## config.mk

```make
export PLATFORM = sky130hd
export DESIGN_NAME = klr_cell
export DESIGN_NICKNAME = d
export VERILOG_FILES = /design/src/klr_pkg.sv /design/src/klr_cell.sv
export SDC_FILE = /design/constraint.sdc
export NUM_CORES = 1
export LEC_CHECK = 0
export BUFFER_PORTS_ARGS = -buffer_cell sky130_fd_sc_hd__buf_2
export CAP_MARGIN = 20
export CORE_AREA = 2 2 161 163
export CTS_BUF_LIST = sky130_fd_sc_hd__clkbuf_16
export DETAILED_ROUTE_END_ITERATION = 8
export DIE_AREA = 0 0 163 165
export PLACE_DENSITY_LB_ADDON = 0.12
export SLEW_MARGIN = 15
export SYNTH_ARGS = -nofsm -noshare
export SYNTH_HDL_FRONTEND = slang
export SYNTH_SLANG_ARGS = --single-unit
```

## constraint.sdc

```tcl
create_clock -name clk -period 8.46 [get_ports clk]
set_input_delay 0.423 -clock clk [delete_from_list [all_inputs] [get_ports clk]]
set_output_delay 0.423 -clock clk [all_outputs]
set_load 0.05 [all_outputs]
```

## src/klr_pkg.sv

```systemverilog
package klr_pkg;

  localparam int DEPTH_DEF    = 256;
  localparam int KEY_BITS_DEF = 48;
  localparam int KEY_W        = 48;
  localparam int HID_W        = 8;
  localparam int PAY_W        = 64;
  localparam int OCC_W        = 9;
  localparam int SCAN_GRP     = 16;

  typedef enum logic [1:0] {
    FUNC_PUSH   = 2'd0,
    FUNC_REMOVE = 2'd1,
    FUNC_POP    = 2'd2
  } func_t;

  typedef struct packed {
    func_t              func;
    logic [KEY_W-1:0]   key;
    logic [HID_W-1:0]   handler_id;
    logic signed [PAY_W-1:0] payload;
  } req_t;

  typedef struct packed {
    logic                    ok;
    logic [HID_W-1:0]        out_handler;
    logic signed [PAY_W-1:0] out_payload;
    logic [OCC_W-1:0]        occupancy;
  } rsp_t;

  // Per-cycle command broadcast to every cell.
  typedef enum logic [1:0] {
    CMD_HOLD = 2'd0,
    CMD_DOWN = 2'd1,
    CMD_UP   = 2'd2,
    CMD_CUT  = 2'd3
  } cell_cmd_t;

  typedef struct packed {
    cell_cmd_t cmd;
    logic      cmp;
  } cell_ctl_t;

endpackage

```

## src/klr_cell.sv

```systemverilog
module klr_cell #(
  parameter int KEY_BITS = klr_pkg::KEY_BITS_DEF
) (
  input  logic                       clk,
  input  klr_pkg::cell_ctl_t         ctl,
  input  logic                       cut,
  input  logic                       live,
  input  logic [KEY_BITS-1:0]        cmp_key,
  input  logic [KEY_BITS-1:0]        prev_key,
  input  logic [klr_pkg::HID_W-1:0] prev_hid,
  input  logic [klr_pkg::PAY_W-1:0] prev_pay,
  input  logic [KEY_BITS-1:0]        next_key,
  input  logic [klr_pkg::HID_W-1:0] next_hid,
  input  logic [klr_pkg::PAY_W-1:0] next_pay,
  output logic [KEY_BITS-1:0]        key,
  output logic [klr_pkg::HID_W-1:0] hid,
  output logic [klr_pkg::PAY_W-1:0] pay,
  output logic                       match
);

  always_ff @(posedge clk) begin
    unique case (ctl.cmd)
      klr_pkg::CMD_HOLD: begin
      end
      klr_pkg::CMD_DOWN: begin
        key <= prev_key;
        hid <= prev_hid;
        pay <= prev_pay;
      end
      klr_pkg::CMD_UP: begin
        key <= next_key;
        hid <= next_hid;
        pay <= next_pay;
      end
      klr_pkg::CMD_CUT: begin
        // close the gap only at and below the removed entry
        if (cut) begin
          key <= next_key;
          hid <= next_hid;
          pay <= next_pay;
        end
      end
    endcase
    if (ctl.cmp) begin
      match <= live && (key == cmp_key);
    end
  end

endmodule

```

* Word-level counts from Yosys, hierarchy flattened *
Cells that the tools add are included.
Widths: inputs -> output; s select.

word-level totals
  output and inout bits = 121
  register bits after elaboration = 121
  bits of input ports = 294
  logic and storage cells = 18

operators by class
  multiplexer cells = 6
  equality and inequality tests = 5
  reduce and logical (&&, ||, !) cells = 3

operators with widths
  cell                number
  $pmux 64 s3         1
  $pmux 48 s3         1
  $mux 64             1
  $eq 48x48->1        1
  $mux 48             1
  $pmux 8 s3          1
  $mux 8              1
  $eq 2x2->1 const B  2
  $reduce_bool 3->1   1
  $eq 2x1->1 const B  1
  $ne 2x2->1 const B  1
  $reduce_and 2->1    1
  $logic_and 1x1->1   1

* Depth between registers and ports, before layout *
Gate-level depths: netlist (run 1).

  word-level depth = 3
  mapped depth = 6
  mapped depth without buffers = 4

* Least setup slack after synthesis (run 1) *
OpenSTA, ideal clock, no wires.

  path type = input-to-reg
  start = in ctl[2] (netlist bit)
  end = reg hid[0] (netlist bit), enable pin
  path buffers = 3
  stages on the path = 5
  arrival time = 6.030 ns
  required time = 7.859 ns
  slack = 1.829 ns
  path through = clkbuf_1 > buf_2 > buf_2 > nor2_1 > nor2_1

between the ends
  word-level cells in the longest chain between the ends = 3
  elaborated cells between the ends (all ways) = 6
  those cells by class = 4 x eq/ne; 2 x reduce/logical

RTL lines
  element                                                           line            source
  start: declaration                                                klr_cell.sv:5   input klr_pkg::cell_ctl_t ctl,
  $eq 2x2->1 or $eq 2x1->1 (tied branches)                          klr_cell.sv:22  unique case (ctl.cmd)
  $ne 2x2->1 (no source line) or $reduce_bool 3->1 (tied branches)  -
  $reduce_and 2->1 (no source line) *                               -
  end signal: assignment                                            klr_cell.sv:27  hid <= prev_hid;
  end signal: assignment                                            klr_cell.sv:32  hid <= next_hid;
  end signal: assignment                                            klr_cell.sv:39  hid <= next_hid;
  end: declaration                                                  klr_cell.sv:16  output logic [klr_pkg::HID_W-1:0] hid,

Mark *: on every way between the ends. The rest lies on a longest branch, timed or not.
A chain may end at the register's enable or synchronous reset.

* Final worst setup path (run 1) *
  start = in ctl[2] (netlist bit)
  end = reg pay[12] (netlist bit), enable pin

between the ends
  word-level cells in the longest chain between the ends = 3
  elaborated cells between the ends (all ways) = 6
  those cells by class = 4 x eq/ne; 2 x reduce/logical

RTL lines
  element                                                           line            source
  $eq 2x2->1 or $eq 2x1->1 (tied branches)                          klr_cell.sv:22
  $ne 2x2->1 (no source line) or $reduce_bool 3->1 (tied branches)  -
  $reduce_and 2->1 (no source line) *                               -
  end signal: assignment                                            klr_cell.sv:28  pay <= prev_pay;
  end signal: assignment                                            klr_cell.sv:33  pay <= next_pay;
  end signal: assignment                                            klr_cell.sv:40  pay <= next_pay;
  end: declaration                                                  klr_cell.sv:17  output logic [klr_pkg::PAY_W-1:0] pay,

Marked as above.

==> summary.md, run 1 <==
| Metric | Value |
|---|---|
| Area growth syn-to-layout | `53.71%` |
| Hold Vio Cnt, Final | `0` |
| Vias | `4443` |
| Die Area | `26900 um^2` |
| Required @ worst endpoint | `around 8500 ps` |
| Final nets | `1048` |
| Initial Util | `0.2250` |
| Worst skew pair latency | `410 ps` |
| Hold_sp | `ctl[0]` |
| Core area | `around 25000 um^2` |
| # DRC | `0` |
| Synthesized net count | `between 600 and 700` |
| Setup WS pre-CTS | `5199 ps` |
| Iter 0 DRT Violations | `115` |
| H-tree depth | `4` |
| WL final | `18.87 mm` |
| Worst Tran Pin Value | `1022 ps` |
| Gr usage total | `0.1354` |
| Detailed Place HPWL | `between 15 and 20 mm` |
| Slew HR | `0.3189` |
| Avg WL per Cell | `17.22 um` |
| Drt first pass iters | `4` |
| Mapped Area | `5633 um^2` |
| Leak | `3.831 nW` |
| Largest fanout on the critical path | `76` |
| Worst reg2reg path depth | `4` |
| Commonest non-fill, non-tap cell in the layout | `buf_2` |
| I/O Buffers | `414` |
| Post-CTS Hold Fix Bufs | `0` |
| Most frequent cells in the layout | `buf_2, edfxtp_1, mux2_2` |
| Clk sink count | `121` |
| Period utilization | `0.3289` |
| Vias in the first global route | `a little under 5000` |
| Hold path depth | `1` |
| Height of the die | `165 um` |
| Post-CTS sizing | `0` |
| Vias per inst | `4.054` |
| Clock transition at path regs | `50 ps` |
| Initial antenna violation count | `2` |
| CP startpoint kind | `input port` |
| Hold Crit Class | `in -> reg` |
| CTS Buf Count | `17` |
| Max cap viols | `0` |
| Clock Skew | `7.776 ps` |
| Setup slack, reg-to-reg | `6710 ps` |
| Unrepaired setup endpoints after global routing | `no` |
| Share of cells above drive strength 1 | `0.7258` |
| Hold EP | `match` |
| Congestion Overflow GR | `0` |
| Power Density | `approximately 230 nW/um^2` |
| Synth cell types | `21` |
| Final WS setup | `approximately 5700 ps` |
| Antenna Cells | `0` |
| Crit end category | `register` |
| Fmax | `359.4 MHz` |
| Routed Antenna Nets | `0` |
| Routability cong. | `slightly above 0.8` |
| Kind of critical path | `in -> reg` |
| Root Driver | `clkbuf_16` |
| Seq/Total Area, Yosys | `0.6450` |
| Largest net degree at the start of global routing | `77` |
| WP data arrival | `~2800 ps` |
| Final Setup Violations | `0` |
| Row count | `58` |
| Fin crit period | `2782 ps` |
| Synthesis-stage register bit count | `around 120` |
| TNS Setup | `0 ps` |
| CTS tree | `built` |
| Max VDD drop | `0.0001264 V` |
| First-pass GRT wire length | `26.72 mm` |
| I/O pin total | `415` |
| Max Root-Sink Buffers | `2` |
| Status | `finished, final reports clean` |
| Postcts setup bufs | `0` |
| Avg Synthesized Cell Area | `between 15 and 20 um^2` |
| R2R Path End | `match` |
| Fin. max-slew vios | `0` |
| Synth Instances | `332` |
| Die Span X | `163 um` |
| Yosys Warn Count | `0` |
| Reg-to-Reg Start | `key[40]` |
-- logic make-up after synthesis --
group	Yosys count	synth area share
muxes	120	0.2399
xor gates and xnor gates	42	0.06530
DFF	121	0.6450
AOI/OAI and AO/OA	5	0.008220
buffers and inverters	21	0.01688
and+or+nand+nor	23	0.02465
-- registers in the layout, summed over array words and instances (netlist names) --
| signal | flops |
|---|---|
| key | 48 |
| pay | 64 |
| match | 1 |
| hid | 8 |
-- where the power goes --
part	switching, W	internal, W	leakage [nW]
sequential	0.0000337	0.000751	1.21
combinational	0.000373	0.000156	2.35
clock	0.000278	0.000433	0.269
total	0.000685	0.00134	3.83
-- metrics by stage --
stage	hold WS, ps	power [W]	instances	util	instance area, um^2
4_1_cts	202.9	0.002062	1096	0.3458	8658
5_1_grt	202.8	0.002117	1096	0.3458	8658
3_5_place_dp	631.0	0.001333	1065	0.3228	8082
2_1_floorplan	535.5	0.001162	332	-	5633
6_report	221.5	0.002025	1096	0.3458	8658
3_3_place_gp	625.8	0.001332	1065	0.3228	8082
-- worst max-delay path, cell delays in order --
cell,delay [ps]
buf_4,570
nor2_1,180
nor2_4,110
buf_4,480
buf_4,850
-- synth_stat cells --
library cell | instances | area [um^2]
nand3_1 | 1 | 5.000
mux2_1 | 14 | 157.7
o2111a_1 | 1 | 11.26
o221ai_1 | 1 | 8.760
a211oi_1 | 1 | 7.510
or4_4 | 1 | 11.26
nand2b_1 | 3 | 18.77
nand4_1 | 4 | 25.02
xor2_1 | 32 | 280.3
mux2_2 | 106 | 1194
clkbuf_1 | 1 | 3.750
nor4_1 | 7 | 43.79
a221oi_1 | 1 | 8.760
buf_2 | 13 | 65.06
edfxtp_1 | 121 | 3633
nor2_1 | 4 | 15.01
nor4_2 | 1 | 12.51
xnor2_1 | 10 | 87.58
inv_1 | 7 | 26.28
nand2_1 | 2 | 7.510
a222oi_1 | 1 | 10.01
-- worst max-delay path by stage --
| stage | startpoint | to | slack (ps) | depth (start not counted) |
|---|---|---|---|---|
| 2_1_floorplan | ctl[2] | hid[0] | 1830 | 5 |
| 3_3_place_gp | ctl[2] | key[23] | 5300 | 5 |
| 3_5_place_dp | ctl[2] | pay[17] | 5200 | 5 |
| 4_1_cts | ctl[2] | key[35] | 5620 | 5 |
| 5_1_grt | ctl[2] | key[35] | 5460 | 5 |
| 6_report | ctl[2] | pay[12] | 5680 | 5 |
-- layout make-up --
cell class,count,area [um^2]
fillers,2535,16380
clock buffers,17,425.4
well taps,330,412.9
inverters,7,26.28
multi-input cells,190,1912
repair buffers,417,2097
flip-flops and latches,121,3633
clock inverters,14,151.4
-- per-layer routing --
metal  wire [um]  share of wire  track usage
met2       10150           0.54       0.2529
met4         257          0.014      0.04264
met3        2069           0.11      0.06278
met1        6368           0.34       0.1323
met5          27         0.0014            0
No activity file was read; power rests on OpenSTA's default activity.
==> inputs of run 2 (changes only) <==
==> constraint.sdc (replaced) <==
create_clock -name clk -period 2.8 [get_ports clk]
set_input_delay 0.14 -clock clk [delete_from_list [all_inputs] [get_ports clk]]
set_output_delay 0.14 -clock clk [all_outputs]
set_load 0.05 [all_outputs]
==> run 2 against run 1 <==
  * Combinational power increased to 3.1 times the previous value
  * Final cell count is 1.3% higher
  * Largest cell class unchanged
  * Global-route usage increased by 0.66 points
  * Flip-flop and latch count unchanged
  * First-iteration DRC count is 16% higher
  * Design area up 2.5%
  * Core utilization increased by 0.87 points
==> summary.md, run 2 (synthesis results as in run 1) <==
| Metric | Value |
|---|---|
| Commonest non-fill, non-tap cell in the layout | `buf_2` |
| Max cap viols | `0` |
| Vias in the first global route | `about 5000` |
| Postcts setup bufs | `0` |
| Setup WS pre-CTS | `728.6 ps` |
| Placed cells | `about 1100` |
| Root Driver | `clkbuf_16` |
| Non-Filler Instances | `1110` |
| # DRC | `0` |
| Worst skew pair latency | `between 400 and 500 ps` |
| Slew HR | `0.4945` |
| Largest fanout on the critical path | `2` |
| Clock transition at path regs | `60 ps` |
| Fin crit period | `1874 ps` |
| First-pass GRT wire length | `27.79 mm` |
| Drt first pass iters | `4` |
| Die Span X | `163 um` |
| Final Setup Violations | `0` |
| Worst hold slack | `between 15 and 20 ps` |
| Core area | `approximately 25000 um^2` |
| Required @ worst endpoint | `3030 ps` |
| Height of the die | `roughly 170 um` |
| Initial Util | `0.2250` |
| Iter 0 DRT Violations | `133` |
| CP top delay family | `simple AND/OR/NAND/NOR gates` |
| Most frequent cells in the layout | `buf_2, edfxtp_1, mux2_2` |
| Final WS setup | `about 930 ps` |
| CTS Buf Count | `17` |
| Largest register FFs | `64` |
| Cell chain of the critical path | `xor2_1 -> nor4_1 -> nand4_1 -> nor4_2` |
| Kind of critical path | `reg -> reg` |
| Congestion Overflow GR | `0` |
| Routed Antenna Nets | `0` |
| I/O pin total | `between 400 and 500` |
| TNS Setup | `0 ps` |
| Filler cells | `2543` |
| Avg WL per Cell | `17.68 um` |
| H-tree depth | `4` |
| Worst Tran Pin Value | `between 700 and 800 ps` |
| Row count | `58` |
| CTS tree | `built` |
| Regs by FF count | `pay (64), key (48), hid (8)` |
| Fmax | `533.7 MHz` |
| I/O Buffers | `414` |
| Hold Crit Class | `in -> reg` |
| Vias per inst | `4.075` |
| Unrepaired setup endpoints after global routing | `no` |
| Worst path bufs/invs | `0` |
| CP max stage delay | `550 ps` |
| Max Root-Sink Buffers | `2` |
| Clk sink count | `121` |
| Gr usage total | `0.1419` |
| Largest net degree at the start of global routing | `about 120` |
| Post-layout util | `0.3546` |
| Fin. max-slew vios | `0` |
| Area growth syn-to-layout | `57.60%` |
| Die Area | `26900 um^2` |
| CP startpoint kind | `register` |
| Detailed Place HPWL | `15.59 mm` |
| Clock Skew | `between 9 and 10 ps` |
| Crit end category | `register` |
| Share of cells above drive strength 1 | `0.7176` |
| Worst path slowest cell | `nor4_1` |
| Largest register by flop count | `pay` |
| Initial antenna violation count | `5` |
| Hold Vio Cnt, Final | `0` |
| Max VDD drop | `0.0003081 V` |
| Routability cong. | `0.8147` |
| Final nets | `1062` |
| Status | `finished, final reports clean` |
| Leak | `3.925 nW` |
| Power Density | `705.6 nW/um^2` |
| Period utilization | `0.6692` |
| WP data arrival | `2110 ps` |
| WL final | `about 20 mm` |
| Vias | `4523` |
==> run 2: area by class of cell <==
| type | count | area [um^2] | share of cell area |
|---|---|---|---|
| Antenna cell | 1 | 2.502 | 0.0002819 |
| Sequential cell | 121 | 3633 | 0.4093 |
| Clock inverter | 13 | 172.7 | 0.01945 |
| Inverter | 7 | 26.28 | 0.002960 |
| Multi-Input combinational cell | 190 | 1912 | 0.2154 |
| Tap cell | 330 | 412.9 | 0.04651 |
| Timing Repair Buffer | 431 | 2292 | 0.2582 |
| Clock buffer | 17 | 425.4 | 0.04792 |
==> run 2: per-layer routing <==
layer  wire [um]  track usage
met1        6502       0.1342
met2       10440       0.2673
met3        2356      0.07258
met4         282      0.04103
met5          49            0
==> run 2: where the power goes <==
group | switching (W) | internal (W)
Clock | 0.000854 | 0.00140
Combinational | 0.00115 | 0.000499
Sequential | 0.0000934 | 0.00227
==> run 2: repair_timing <==
item                                   4_1_cts  5_1_grt
endpoints found under the hold margin        6        2
gates resized for setup                      0        0
hold buffers                                 8        3
==> run 2: path summary, 6_finish.rpt <==
check                                   from       to  slack [ps]  depth (start not counted)
worst max register to register        key[1]    match         930                          4
worst min register to register       key[25]    match         830                          3
worst min-delay path            prev_pay[47]  pay[47]          20                          2
worst max-delay path                  key[1]    match         930                          4
==> run 2: stage by stage <==
step | cell area [um^2] | power (W)
3_3_place_gp | 8167 | 0.004051
5_1_grt | 8875 | 0.006542
2_1_floorplan | 5654 | 0.003499
6_report | 8877 | 0.006264
3_5_place_dp | 8167 | 0.004058
4_1_cts | 8845 | 0.006352
==> run 2: worst register-to-register path: stages, from the launching register on <==
cell and delay (ps):
edfxtp_1 440, xor2_1 210, nor4_1 550, nand4_1 290, nor4_2 210
